**src/rtl/bounded_queue_service_monitor_top_assert.svh**
```systemverilog
// Assertion macros for the bounded queue service monitor.
// Needs signals clk and rst in the scope where the macros are used.
`ifndef BOUNDED_QUEUE_SERVICE_MONITOR_TOP_ASSERT_SVH
`define BOUNDED_QUEUE_SERVICE_MONITOR_TOP_ASSERT_SVH

// Same-cycle implication, disabled during reset
`define BQSM_ASSERT_NOW(label, ante, cons, msg) \
  label: assert property (@(posedge clk) disable iff (rst) (ante) |-> (cons)) else $error(msg);

// Next-cycle implication, disabled during reset
`define BQSM_ASSERT_NEXT(label, ante, cons, msg) \
  label: assert property (@(posedge clk) disable iff (rst) (ante) |=> (cons)) else $error(msg);

`endif

```
**src/rtl/bqsm_pkg.sv**
```systemverilog
// Shared types and constants for the bounded queue service monitor.
// No dependencies.
package bqsm_pkg;

  // Default structural parameters
  localparam int DEF_QUEUE_DEPTH = 64;
  localparam int DEF_TIME_WIDTH  = 32;

  // Configuration register widths, indexes and reset values
  localparam int CFG_IDX_W  = 4;
  localparam int CFG_DATA_W = 16;
  localparam int SVC_W      = 16;
  localparam int LIMIT_W    = 7;

  localparam logic [CFG_IDX_W-1:0] CFG_SERVICE_TICKS = CFG_IDX_W'(0);
  localparam logic [CFG_IDX_W-1:0] CFG_QUEUE_LIMIT   = CFG_IDX_W'(1);

  localparam logic [SVC_W-1:0]   SERVICE_TICKS_RST = SVC_W'(1);
  localparam logic [LIMIT_W-1:0] QUEUE_LIMIT_RST   = LIMIT_W'(64);

  // Result field widths
  localparam int CNT_W  = 32;
  localparam int SUM_W  = 40;
  localparam int WAIT_W = 32;
  localparam int OCC_W  = 7;

  localparam logic [CNT_W-1:0]  CNT_MAX  = '1;
  localparam logic [SUM_W-1:0]  SUM_MAX  = '1;
  localparam logic [WAIT_W-1:0] WAIT_MAX = '1;

  // Per-tick event flags passed from the queue to the totals
  typedef struct packed {
    logic served;
    logic dropped;
  } tick_evt_t;

endpackage

```
**src/rtl/bqsm_ram.sv**
```systemverilog
// Generic single-write, single-read RAM with registered read (read-first).
// No dependencies.
module bqsm_ram #(
  parameter int WIDTH = 32,
  parameter int DEPTH = 64
) (
  input  logic                     clk,
  input  logic                     wr_en,
  input  logic [$clog2(DEPTH)-1:0] wr_addr,
  input  logic [WIDTH-1:0]         wr_data,
  input  logic [$clog2(DEPTH)-1:0] rd_addr,
  output logic [WIDTH-1:0]         rd_data
);

  logic [WIDTH-1:0] mem [DEPTH];

  // Write and registered read; a read of the address being written returns old data
  always_ff @(posedge clk) begin
    if (wr_en) begin
      mem[wr_addr] <= wr_data;
    end
    rd_data <= mem[rd_addr];
  end

endmodule

```
**src/rtl/bqsm_queue.sv**
```systemverilog
// Stamp queue, server busy counter and tick clock of the monitor.
// Depends on bqsm_pkg and bqsm_ram.
module bqsm_queue #(
  parameter int QUEUE_DEPTH = bqsm_pkg::DEF_QUEUE_DEPTH,
  parameter int TIME_WIDTH  = bqsm_pkg::DEF_TIME_WIDTH
) (
  input  logic                               clk,
  input  logic                               rst,
  input  logic                               fire,
  input  logic                               arrived,
  input  logic [bqsm_pkg::SVC_W-1:0]         service_ticks,
  input  logic [bqsm_pkg::LIMIT_W-1:0]       queue_limit,
  output bqsm_pkg::tick_evt_t                evt,
  output logic [TIME_WIDTH-1:0]              wait_val,
  output logic [$clog2(QUEUE_DEPTH+1)-1:0]   count_next
);
  import bqsm_pkg::*;

  localparam int AW = $clog2(QUEUE_DEPTH);
  localparam int CW = $clog2(QUEUE_DEPTH + 1);
  localparam int LW = (CW > LIMIT_W) ? CW : LIMIT_W;

  // State
  logic [TIME_WIDTH-1:0] tick_now;
  logic [AW-1:0]         head_slot;
  logic [CW-1:0]         entry_count;
  logic [SVC_W-1:0]      busy_left;
  logic                  byp_valid;
  logic [TIME_WIDTH-1:0] byp_data;

  logic [LW-1:0]         limit_eff;
  logic                  can_push;
  logic [CW-1:0]         count_mid;
  logic [AW:0]           tail_sum;
  logic [AW-1:0]         tail_slot;
  logic                  pop;
  logic [TIME_WIDTH-1:0] rd_stamp;
  logic [TIME_WIDTH-1:0] head_stamp;
  logic [AW-1:0]         head_inc;
  logic [AW-1:0]         head_slot_next;
  logic [SVC_W-1:0]      busy_after;
  logic [SVC_W-1:0]      busy_left_next;
  logic                  wr_en;

  // Effective limit: anything above the depth acts as the depth
  always_comb begin
    if (LW'(queue_limit) > LW'(QUEUE_DEPTH)) begin
      limit_eff = LW'(QUEUE_DEPTH);
    end else begin
      limit_eff = LW'(queue_limit);
    end
  end

  // Arrival: push or drop
  assign can_push  = arrived && (LW'(entry_count) < limit_eff);
  assign count_mid = entry_count + CW'(can_push);

  // Tail slot, head plus count modulo depth
  assign tail_sum = {1'b0, head_slot} + (AW+1)'(entry_count);
  always_comb begin
    if (tail_sum >= (AW+1)'(QUEUE_DEPTH)) begin
      tail_slot = AW'(tail_sum - (AW+1)'(QUEUE_DEPTH));
    end else begin
      tail_slot = tail_sum[AW-1:0];
    end
  end

  // Service: pop the head when idle and something waits
  assign pop = (busy_left == '0) && (count_mid != '0);

  // Head stamp: an empty queue can only serve this tick's own arrival
  always_comb begin
    if (entry_count == '0) begin
      head_stamp = tick_now;
    end else if (byp_valid) begin
      head_stamp = byp_data;
    end else begin
      head_stamp = rd_stamp;
    end
  end

  assign wait_val = pop ? (tick_now - head_stamp) : '0;

  assign head_inc = (head_slot == AW'(QUEUE_DEPTH - 1)) ? '0 : head_slot + AW'(1);
  assign head_slot_next = (fire && pop) ? head_inc : head_slot;
  assign count_next = count_mid - CW'(pop);

  // Busy counter loads on service, then counts down once per tick
  assign busy_after = pop ? service_ticks : busy_left;
  assign busy_left_next = (busy_after != '0) ? busy_after - SVC_W'(1) : '0;

  assign evt.served  = pop;
  assign evt.dropped = arrived && !can_push;

  assign wr_en = fire && can_push;

  // Stamp store; the read address runs one tick ahead so the head is ready
  bqsm_ram #(
    .WIDTH (TIME_WIDTH),
    .DEPTH (QUEUE_DEPTH)
  ) u_stamp_ram (
    .clk     (clk),
    .wr_en   (wr_en),
    .wr_addr (tail_slot),
    .wr_data (tick_now),
    .rd_addr (head_slot_next),
    .rd_data (rd_stamp)
  );

  // Queue state registers
  always_ff @(posedge clk) begin
    if (rst) begin
      tick_now    <= '0;
      head_slot   <= '0;
      entry_count <= '0;
      busy_left   <= '0;
      byp_valid   <= 1'b0;
    end else begin
      // write to the slot being read lands in RAM too late; forward it
      byp_valid <= wr_en && (tail_slot == head_slot_next);
      if (fire) begin
        tick_now    <= tick_now + TIME_WIDTH'(1);
        head_slot   <= head_slot_next;
        entry_count <= count_next;
        busy_left   <= busy_left_next;
      end
    end
  end

  always_ff @(posedge clk) begin
    byp_data <= tick_now;
  end

endmodule

```
**src/rtl/bqsm_totals.sv**
```systemverilog
// Saturating running totals of served items, waits, drops and occupancy.
// Depends on bqsm_pkg.
module bqsm_totals #(
  parameter int TIME_WIDTH = bqsm_pkg::DEF_TIME_WIDTH,
  parameter int COUNT_W    = 7
) (
  input  logic                       clk,
  input  logic                       rst,
  input  logic                       fire,
  input  bqsm_pkg::tick_evt_t        evt,
  input  logic [TIME_WIDTH-1:0]      wait_val,
  input  logic [COUNT_W-1:0]         count_next,
  output logic [bqsm_pkg::CNT_W-1:0] served_sum,
  output logic [bqsm_pkg::SUM_W-1:0] wait_sum,
  output logic [bqsm_pkg::CNT_W-1:0] drop_sum,
  output logic [bqsm_pkg::SUM_W-1:0] occupancy_sum
);
  import bqsm_pkg::*;

  localparam int WSW = ((TIME_WIDTH > SUM_W) ? TIME_WIDTH : SUM_W) + 1;
  localparam int OSW = ((COUNT_W > SUM_W) ? COUNT_W : SUM_W) + 1;

  logic [WSW-1:0]   wait_add;
  logic [OSW-1:0]   occ_add;
  logic [SUM_W-1:0] wait_sum_next;
  logic [SUM_W-1:0] occupancy_sum_next;

  // Wide adds, clamped at the all-ones total
  assign wait_add = WSW'(wait_sum) + WSW'(wait_val);
  assign occ_add  = OSW'(occupancy_sum) + OSW'(count_next);

  assign wait_sum_next = (wait_add >= WSW'(SUM_MAX)) ? SUM_MAX : wait_add[SUM_W-1:0];
  assign occupancy_sum_next = (occ_add >= OSW'(SUM_MAX)) ? SUM_MAX : occ_add[SUM_W-1:0];

  always_ff @(posedge clk) begin
    if (rst) begin
      served_sum    <= '0;
      wait_sum      <= '0;
      drop_sum      <= '0;
      occupancy_sum <= '0;
    end else if (fire) begin
      if (evt.served && (served_sum != CNT_MAX)) begin
        served_sum <= served_sum + CNT_W'(1);
      end
      if (evt.dropped && (drop_sum != CNT_MAX)) begin
        drop_sum <= drop_sum + CNT_W'(1);
      end
      wait_sum      <= wait_sum_next;
      occupancy_sum <= occupancy_sum_next;
    end
  end

endmodule

```
**src/rtl/bounded_queue_service_monitor_top.sv**
```systemverilog
// Top level of the bounded queue service monitor: channels, config registers, result register.
// Depends on bqsm_pkg, bqsm_queue, bqsm_totals and the assertion macro header.
//
// Usage:
//  - Input channel (in_valid / in_stall, payload arrived): one transaction per simulated
//    tick, saying whether an item arrived during that tick.
//  - Output channel (out_valid / out_stall): one result transaction per tick with the
//    per-tick flags, the wait of the served item, end-of-tick occupancy and the
//    saturating totals.
//  - Config channel (cfg_valid / cfg_ready, cfg_index, cfg_data): index 0 is the
//    service time, index 1 the queue limit; other indexes are ignored. cfg_ready is
//    always high; write only while no tick is in flight.
//  - Path: an accepted tick is held in the input register, then its result is loaded
//    into the result register and presented from there.
//  - Throughput: one tick per cycle while no result is held by out_stall, set by the single
//    pass through the queue logic and the registered-read stamp memory, whose read address runs a tick ahead.
//  - Stall: while out_stall holds a result, one more tick is taken into the input
//    register, then in_stall rises until the result is taken.
//  - Reset: counters, totals and queue state clear; the config registers return to
//    service time 1 and limit 64. No memory clearing pass is needed.
module bounded_queue_service_monitor_top #(
  parameter int QUEUE_DEPTH = bqsm_pkg::DEF_QUEUE_DEPTH,
  parameter int TIME_WIDTH  = bqsm_pkg::DEF_TIME_WIDTH
) (
  input  logic                            clk,
  input  logic                            rst,
  // tick input
  input  logic                            in_valid,
  output logic                            in_stall,
  input  logic                            arrived,
  // results
  output logic                            out_valid,
  input  logic                            out_stall,
  output logic                            served,
  output logic                            dropped,
  output logic [bqsm_pkg::WAIT_W-1:0]     wait_ticks,
  output logic [bqsm_pkg::OCC_W-1:0]      occupancy,
  output logic [bqsm_pkg::CNT_W-1:0]      served_total,
  output logic [bqsm_pkg::SUM_W-1:0]      wait_total,
  output logic [bqsm_pkg::CNT_W-1:0]      drop_total,
  output logic [bqsm_pkg::SUM_W-1:0]      occupancy_total,
  // configuration
  input  logic                            cfg_valid,
  output logic                            cfg_ready,
  input  logic [bqsm_pkg::CFG_IDX_W-1:0]  cfg_index,
  input  logic [bqsm_pkg::CFG_DATA_W-1:0] cfg_data
);
  import bqsm_pkg::*;

  localparam int CW  = $clog2(QUEUE_DEPTH + 1);
  localparam int OW  = (CW > OCC_W) ? CW : OCC_W;
  localparam int WW  = (TIME_WIDTH > WAIT_W) ? TIME_WIDTH : WAIT_W;

  logic [SVC_W-1:0]      service_ticks;
  logic [LIMIT_W-1:0]    queue_limit;
  logic                  in_full;
  logic                  in_arrived;
  logic                  fire;
  tick_evt_t             evt;
  logic [TIME_WIDTH-1:0] wait_val;
  logic [CW-1:0]         count_next;
  logic [WW-1:0]         wait_wide;
  logic [OW-1:0]         occ_wide;

  // Config registers
  assign cfg_ready = 1'b1;

  always_ff @(posedge clk) begin
    if (rst) begin
      service_ticks <= SERVICE_TICKS_RST;
      queue_limit   <= QUEUE_LIMIT_RST;
    end else if (cfg_valid && cfg_ready) begin
      case (cfg_index)
        CFG_SERVICE_TICKS: service_ticks <= cfg_data[SVC_W-1:0];
        CFG_QUEUE_LIMIT:   queue_limit   <= cfg_data[LIMIT_W-1:0];
        default: ;
      endcase
    end
  end

  // Handshake: process the held tick when the result register is free
  assign fire     = in_full && (!out_valid || !out_stall);
  assign in_stall = in_full && !fire;

  // Input register
  always_ff @(posedge clk) begin
    if (rst) begin
      in_full <= 1'b0;
    end else if (!in_stall) begin
      in_full <= in_valid;
    end
  end

  always_ff @(posedge clk) begin
    if (!in_stall && in_valid) begin
      in_arrived <= arrived;
    end
  end

  bqsm_queue #(
    .QUEUE_DEPTH (QUEUE_DEPTH),
    .TIME_WIDTH  (TIME_WIDTH)
  ) u_queue (
    .clk           (clk),
    .rst           (rst),
    .fire          (fire),
    .arrived       (in_arrived),
    .service_ticks (service_ticks),
    .queue_limit   (queue_limit),
    .evt           (evt),
    .wait_val      (wait_val),
    .count_next    (count_next)
  );

  // Totals are loaded with the result, so they form part of the result register
  bqsm_totals #(
    .TIME_WIDTH (TIME_WIDTH),
    .COUNT_W    (CW)
  ) u_totals (
    .clk           (clk),
    .rst           (rst),
    .fire          (fire),
    .evt           (evt),
    .wait_val      (wait_val),
    .count_next    (count_next),
    .served_sum    (served_total),
    .wait_sum      (wait_total),
    .drop_sum      (drop_total),
    .occupancy_sum (occupancy_total)
  );

  // Wait report clamps at 32 bits; occupancy is the low bits of the count
  assign wait_wide = WW'(wait_val);
  assign occ_wide  = OW'(count_next);

  // Result register
  always_ff @(posedge clk) begin
    if (rst) begin
      out_valid <= 1'b0;
    end else if (fire) begin
      out_valid <= 1'b1;
    end else if (!out_stall) begin
      out_valid <= 1'b0;
    end
  end

  always_ff @(posedge clk) begin
    if (fire) begin
      served     <= evt.served;
      dropped    <= evt.dropped;
      wait_ticks <= (wait_wide > WW'(WAIT_MAX)) ? WAIT_MAX : wait_wide[WAIT_W-1:0];
      occupancy  <= occ_wide[OCC_W-1:0];
    end
  end

  // Checks
  `include "bounded_queue_service_monitor_top_assert.svh"

  `BQSM_ASSERT_NOW(a_stall_only_when_full, in_stall, in_full, "input stalled with nothing held")
  `BQSM_ASSERT_NEXT(a_fire_gives_result, fire, out_valid, "processed tick left no result")
  `BQSM_ASSERT_NOW(a_idle_wait_zero, out_valid && !served, wait_ticks == '0, "wait without service")
  `BQSM_ASSERT_NEXT(a_served_counts, fire && evt.served, served_total != '0, "service not counted")

endmodule
```
**config.mk**
```make
export PLATFORM = sky130hd
export DESIGN_NAME = bounded_queue_service_monitor_top
export DESIGN_NICKNAME = d
export VERILOG_FILES = /design/src/rtl/bqsm_pkg.sv /design/src/rtl/bqsm_ram.sv /design/src/rtl/bqsm_queue.sv /design/src/rtl/bqsm_totals.sv /design/src/rtl/bounded_queue_service_monitor_top.sv
export VERILOG_INCLUDE_DIRS = /design/src /design/src/rtl
export SDC_FILE = /design/constraint.sdc
export NUM_CORES = 2
export LEC_CHECK = 0
export BUFFER_PORTS_ARGS = -buffer_cell sky130_fd_sc_hd__clkbuf_2
export CORE_MARGIN = 2
export CORE_UTILIZATION = 30
export CTS_CLUSTER_SIZE = 24
export DETAILED_ROUTE_END_ITERATION = 6
export PLACE_DENSITY = 0.48
export SETUP_SLACK_MARGIN = 0.02
export SYNTH_ARGS = -nofsm -noshare
export SYNTH_HDL_FRONTEND = slang
export SYNTH_SLANG_ARGS = --single-unit
```
**constraint.sdc**
```tcl
create_clock -name clk -period 10.5 [get_ports clk]
set_input_delay 0.525 -clock clk [delete_from_list [all_inputs] [get_ports clk]]
set_output_delay 0.525 -clock clk [all_outputs]
set_load 0.005 [all_outputs]
```
Word-level counts from Yosys, hierarchy flattened

Memories as Yosys holds them, arrays and structs flattened. A register that Yosys moved wholly into a read port is not among the register bits.
Index checks and enable logic that the tools add are counted.

Bits in registers: 305
Bits in writable memories: 2048
Bits of input ports: 26
Output and inout bits: 188
Logic and storage cells: 85
Memories kept: 1

Memories:

| memory                  | words | width | read ports | clocked after memory_dff | wr ports | line           | RTL |
|---|---|---|---|---|---|---|---|
| u_queue.u_stamp_ram.mem | 64    | 32    | 1          | 1                        | 1        | bqsm_ram.sv:15 | `logic [WIDTH-1:0] mem [DEPTH];` |

$add $sub $neg: 12
Order comparisons: 6
Equality and inequality tests: 6
Muxes and demuxes: 15
Reduce and logical (&&, ||, !) cells: 26

Operators with widths:

| operator              | number |
|---|---|
| $add 32x1->32 const B | 3 |
| $mux 32               | 3 |
| $ge 41x40->1 const B  | 2 |
| $mux 40               | 2 |
| $ne 32x32->1 const B  | 2 |
| $add 40x32->41        | 1 |
| $add 40x7->41         | 1 |
| $gt 32x32->1 const B  | 1 |
| $mux 16               | 2 |
| $sub 32x32->32        | 1 |
| $mux 6                | 3 |
| $logic_not 16->1      | 1 |
| $reduce_bool 16->1    | 1 |
| $sub 16x1->16 const B | 1 |
| $logic_and 1x1->1     | 11 |
| $reduce_and 2->1      | 4 |
| $add 6x7->7           | 1 |
| $add 7x1->7           | 1 |
| $ge 7x7->1 const B    | 1 |
| $gt 7x7->1 const B    | 1 |
| $logic_not 7->1       | 1 |
| $lt 7x7->1            | 1 |
| $mux 7                | 1 |
| $reduce_bool 7->1     | 1 |
| 11 further kinds      | 18 |

Longest topological paths before layout

Depth in word-level cells: 11
Gate-level depth with buffers: 42
Depth with buffers taken out: 35

Modules after synthesis

From an unflattened synthesis, not the netlist that was laid out.

Cells, all modules: 5506
Area total of the unflattened synthesis: 96622.7 um2

By module, submodules not included:

| module                            | instances | cells an instance | area an instance (um2) | seq. area each (um2) |
|---|---|---|---|---|
| bqsm_ram                          | 1         | 3324              | 78515.3                | 62139.6 |
| bqsm_totals                       | 1         | 1150              | 8957.3                 | 2882.8 |
| bqsm_queue                        | 1         | 883               | 6780.3                 | 1881.8 |
| bounded_queue_service_monitor_top | 1         | 149               | 2369.8                 | 1761.7 |

Worst setup path after synthesis

OpenSTA, ideal clock, no wires.

Path type: reg-to-reg
Start: register u_queue.entry_count[0]
End: register u_totals.occupancy_sum[8] (netlist bit)
Arrival: 7.774 ns
Slack: 2.639 ns
Stages on the path, launching flop included: 38
Period minus slack after synthesis: 7.861 ns
Path through: dfxtp_1 -> or3b_2 -> a21o_1 -> a21o_1 -> a21o_1 -> a21o_1 -> a21o_1 -> a21oi_1 -> and2_1 -> ha_1 -> ha_1 -> nand2_1 -> o21a_1 -> nor4_1 -> a21o_1 -> buf_4 -> inv_2 -> buf_2 -> [2 not listed] -> ha_1 -> a311oi_1 -> a21oi_1 -> xnor2_1 -> ha_1 -> or3_1 -> clkbuf_1 -> o22ai_1 -> nor2_1 -> or4_1 -> a211oi_1 -> nand4_1 -> o21a_1 -> buf_6 -> and2_4 -> buf_6 -> and4_4 -> nor4_2

RTL lines:

| element                | line              | RTL |
|---|---|---|
| start, declared        | bqsm_queue.sv:26  | `logic [CW-1:0] entry_count;` |
| start signal, assigned | bqsm_queue.sv:124 | `entry_count <= count_next;` |
| end signal, assigned   | bqsm_totals.sv:49 | `occupancy_sum <= occupancy_sum_next;` |
| end, declared          | bqsm_totals.sv:16 | `output logic [bqsm_pkg::SUM_W-1:0] occupancy_sum` |

Worst setup path after layout

Start: register u_queue.entry_count[0]
End: register u_totals.occupancy_sum[13] (netlist bit)

Longest elaborated chain between the ends: 9

Ends and longest elaborated chain:

| element           | line                                    | RTL |
|---|---|---|
| $lt 7x7->1        | bqsm_queue.sv:55                        | `assign can_push = arrived && (LW'(entry_count) < limit_eff);` |
| $logic_and 1x1->1 | bqsm_queue.sv:55                        |  |
| $add 7x1->7 *     | bqsm_queue.sv:56                        | `assign count_mid = entry_count + CW'(can_push);` |
| $reduce_bool 7->1 | bqsm_queue.sv:69                        | `assign pop = (busy_left == '0) && (count_mid != '0);` |
| $logic_and 1x1->1 | bqsm_queue.sv:69                        |  |
| $sub 7x1->7 *     | bqsm_queue.sv:86                        | `assign count_next = count_mid - CW'(pop);` |
| net count_next[4] | bounded_queue_service_monitor_top.sv:61 | `logic [CW-1:0] count_next;` |
| $add 40x7->41 *   | bqsm_totals.sv:30                       | `assign occ_add = OSW'(occupancy_sum) + OSW'(count_next);` |
| $ge 41x40->1      | bqsm_totals.sv:33                       | `assign occupancy_sum_next = (occ_add >= OSW'(SUM_MAX)) ? SUM_MAX : occ_add[SUM_W-1:0];` |
| $mux 40 *         | bqsm_totals.sv:33                       |  |

Mark *: on every way through the listed nets, which the timed path passes. The rest lies on a longest branch.
A chain may end at the register's enable or synchronous reset.

==> results list <==
* Cell types with the largest area share after synthesis: sky130_fd_sc_hd__edfxtp_1, sky130_fd_sc_hd__nand2_1, sky130_fd_sc_hd__dfxtp_1
- The initialized floorplan defines 210 standard-cell rows.
- Core area: 0.327 mm²
- Overall die area: 0.332 mm²
- Count of unresolved DRC violations after routing: 0
* Synthesized instance count: 8261
- Clock insertion delay at the later pin of the skew report: 880 ps
- Area used by multi-input combinational logic: approximately 0.028 mm²
- In this run the power density over the cells is 223 mW/mm².
* Crit. End Element: register
- Together, buffers and inverters on the worst path number 2.
* Max-slew violation total from the final report: 0
* Type of the worst setup path: register to register
* Fraction of layout cells with a size suffix above 1: 11.1%
- Clock transition at the registers of the reported paths: 60 ps
- After synthesis, the most frequently instantiated cells are sky130_fd_sc_hd__nand2_1, sky130_fd_sc_hd__edfxtp_1, sky130_fd_sc_hd__nand3_1.
- Buffers inserted during clock tree synthesis total 271.
- Clock tree skew after final layout: 98.6 ps
- Summed over all layers, the global routing overflow is 0.
- The clock passes through at most 4 buffers.
- Share of the clock period used by the worst path: about nine tenths
* Initial Utilization: 30.1%
* Area share of the largest cell type after synthesis: 63.9%
- CTS built an H-tree with a depth of 5.
* Antenna violations before repair: 15
* Fmax achieved: 104 MHz
- The first global-routing pass estimated 456000 µm of wire.
- For this design, the slowest cell found on the critical path is sky130_fd_sc_hd__o21a_1.
- Worst hold margin: between 200 and 250 ps
- The largest single stage delay on the critical path is 1050 ps.
- Post-DP HPWL: approximately 170000 µm
- Yosys instantiated no cell more often than sky130_fd_sc_hd__nand2_1.
- Detailed-route via count: 67466
- Setup violations remaining at the end of the flow were counted as 0.
* Met1 usage: 26.7%
* Startpoint Class: register
* Cell family with most CP delay: simple AND/OR/NAND/NOR gates
- CTS placed an instance of sky130_fd_sc_hd__clkbuf_16 at the clock tree root.
- For the final routed database, the setup TNS stands at 0 ps.
* Distinct cell type count of the synthesized netlist: 84
- Data on the critical path arrives at its endpoint at 10320 ps.
* Worst Max-Slew Pin Slew: 1330 ps
- The number of nets in the synthesized netlist is between 8000 and 9000.
- The number of cells on the worst reg-to-reg path is 33.
- In the synthesized netlist the dominant register cell turns out to be sky130_fd_sc_hd__edfxtp_1.
- Clock tree from TritonCTS: built
- In this run, synthesis inferred 2090 flip-flops with an integrated enable.
- A synthesized cell averages 11.9 µm².
* First DRT Iteration DRCs: 7209
- Global routing used 18.5% of the available tracks.
- Leakage power total: 41.7 nW
* Fraction of registers with async set/reset: 0%
- Count of port buffers added during placement: 212
- Setup repair after global routing left no endpoint under its margin.
* Sequential cell area: 0.0687 mm²
* Global-route met3 utilization: approximately 2.5%
- Summing the sequential cell areas from Yosys gives 69.9% of the chip area.
- In this run the most critical hold path is launched from cfg_index[3].
* Height of the chip: 576 µm
* Length of the first detailed-routing pass in iterations: 6
* Fillcell total: 31842
* Vias in the first global route: 63704
- Compared with the post-synthesis result, the final layout area differs by 16.0%.
- The run finished with clean final reports.
- DR WL/cell: roughly 24 µm
* Final routed wirelength across all metal layers: 319000 µm
- Number of instances on the worst hold path: 5
* Seq cells post-synth: 2385
- Entering global routing, the biggest net connects between 100 and 150 pins.
- VDD sags by at most approximately 0.16 mV.
- The die is a little under 600 µm wide.
- Number of violations of the max-capacitance limit: 0
- After detailed routing, the number of vias per cell comes to 5.18.
* Launch instance of the worst register-to-register path: u_queue.entry_count[0]
- Shortest period the worst path allows: around 9600 ps
* DRT antenna net count: 0
* Largest fanout on the critical path: 36
- Global routing consumed, on the met2 layer, 29.3% of the routing resources.
- Slack of the worst reg-to-reg path: 850 ps
- Worst hold-check path type: input pin to register
- Tightest slew margin relative to the limit: 11.1%
* Worst EP required: 11170 ps
- For this design the top-level I/O count stands at 214.
- At the end of routability-driven placement, the weighted congestion stood at 0.862.
- The largest total area in the synthesized netlist belongs to sky130_fd_sc_hd__edfxtp_1.
- Ys Warns: 0
- The final hold violation count is 0.
* Synthesized area: 0.0983 mm²
* TritonCTS sink count: 2385
- Busiest metal layer after global routing: met2
* Capture point of the worst reg-to-reg path: u_totals.occupancy_sum[13]
* Final #Nets: 8586
- Worst-case hold path end point: service_ticks[4]
## layer usage
metal  up-vias  part of all wire, %
met1     34172                   46
met3       423                  6.6
met5         -                    0
met4         0                  2.4
met2      2353                   45
li1      30518                    -
## cells by family (layout without fill, tap and decap cells)
kind of cell | count (synthesis) | in the layout | synth area share [%]
xor gates and xnor gates | 179 | 179 | 1.61
and+or+nand+nor | 4088 | 4088 | 18.3
other | 1 | 12 | 0.00382
AOI/OAI and AO/OA | 906 | 906 | 6.09
muxes | 57 | 57 | 0.583
DFF | 2385 | 2385 | 69.9
adders and majority gates | 94 | 94 | 1.23
buffers and inverters | 551 | 960 | 2.34
## per-stage QoR
step	total power (W)	worst slack [ps]	std cells	instance area, µm²	utilization (%)
floorplan	0.0145	2640	8261	98300	-
global placement	0.0163	1060	12519	105000	32.2
detailed placement	0.0164	1020	12519	105000	32.2
CTS	0.0257	957	13016	114000	34.9
global route	0.0266	44.0	13020	114000	34.9
finish	0.0255	853	13027	114000	34.9
## how the worst max path moves through the flow
stage	depth (start not counted)	start	endpoint
floorplan	37	u_queue.entry_count[0]	u_totals.occupancy_sum[8]
detailed placement	33	u_queue.entry_count[0]	u_totals.occupancy_sum[13]
CTS	33	u_queue.entry_count[0]	u_totals.occupancy_sum[13]
finish	33	u_queue.entry_count[0]	u_totals.occupancy_sum[13]
global placement	33	u_queue.entry_count[0]	u_totals.occupancy_sum[13]
global route	33	u_queue.entry_count[1]	u_totals.occupancy_sum[7]
## report_power, final
group	internal, W	switching (W)
registers	0.0104	0.000175
logic	0.00185	0.00379
clock network	0.00541	0.00385
total	0.0177	0.00782
## flip-flops by register name (all words and copies together), names as in the netlist, 16 cells and up
register,flops
u_queue.busy_left,16
u_queue.tick_now,32
u_totals.drop_sum,32
u_totals.wait_sum,40
wait_ticks,32
service_ticks,16
u_totals.occupancy_sum,40
u_queue.u_stamp_ram.mem,2048
u_queue.byp_data,32
u_totals.served_sum,32
u_queue.u_stamp_ram.rd_data,32
## cells in the final DEF (no fill, tap or decap), drive strengths merged, types with 9 or more instances in the layout
master	count
mux2i	55
xnor2	66
o211ai	9
and4	16
clkbuf	560
clkinv	96
dlygate4sd3	20
a311oi	16
nand4	51
bufinv	16
a211o	9
o22ai	9
ha	90
inv	51
edfxtp	2090
nand2	2255
nand3	1078
and3	168
xor2	113
nor4	15
o221a	12
o31ai	9
a31oi	265
and2	20
o21a	21
a211oi	33
buf	211
or4	41
or2	19
a21oi	180
diode	11
a32oi	126
o21ai	141
nand2b	14
dfxtp	295
nor2	314
nor3	47
a21o	32
nor2b	15
or3	15
## worst register-to-register path: cells and delay by family, from the launching register on
family / cells / cell delay (ps)
AO/OA/AOI/OAI: 14 / 3490
buffers and inverters: 2 / 230
adder cells (fa/ha/maj): 5 / 1250
flip-flops: 1 / 370
XOR/XNOR: 2 / 490
AND/OR/NAND/NOR: 10 / 3660
## what timing repair did
item,in CTS,in global routing
hold endpoints to repair,23,0
hold buffers,20,0
resized for setup,0,0
setup buffers,0,0
## cell type report
| type | count | area share (%) |
|---|---|---|
| clock buffers | 349 | 6.54 |
| clock inverters | 128 | 0.951 |
| well taps | 4346 | 4.77 |
| repair buffers | 442 | 2.87 |
| flip-flops and latches | 2385 | 60.3 |
| diodes | 11 | 0.0241 |
| multi-input cells | 5325 | 24.5 |
| inverters | 41 | 0.137 |
Power figures use the tool's default switching activity.
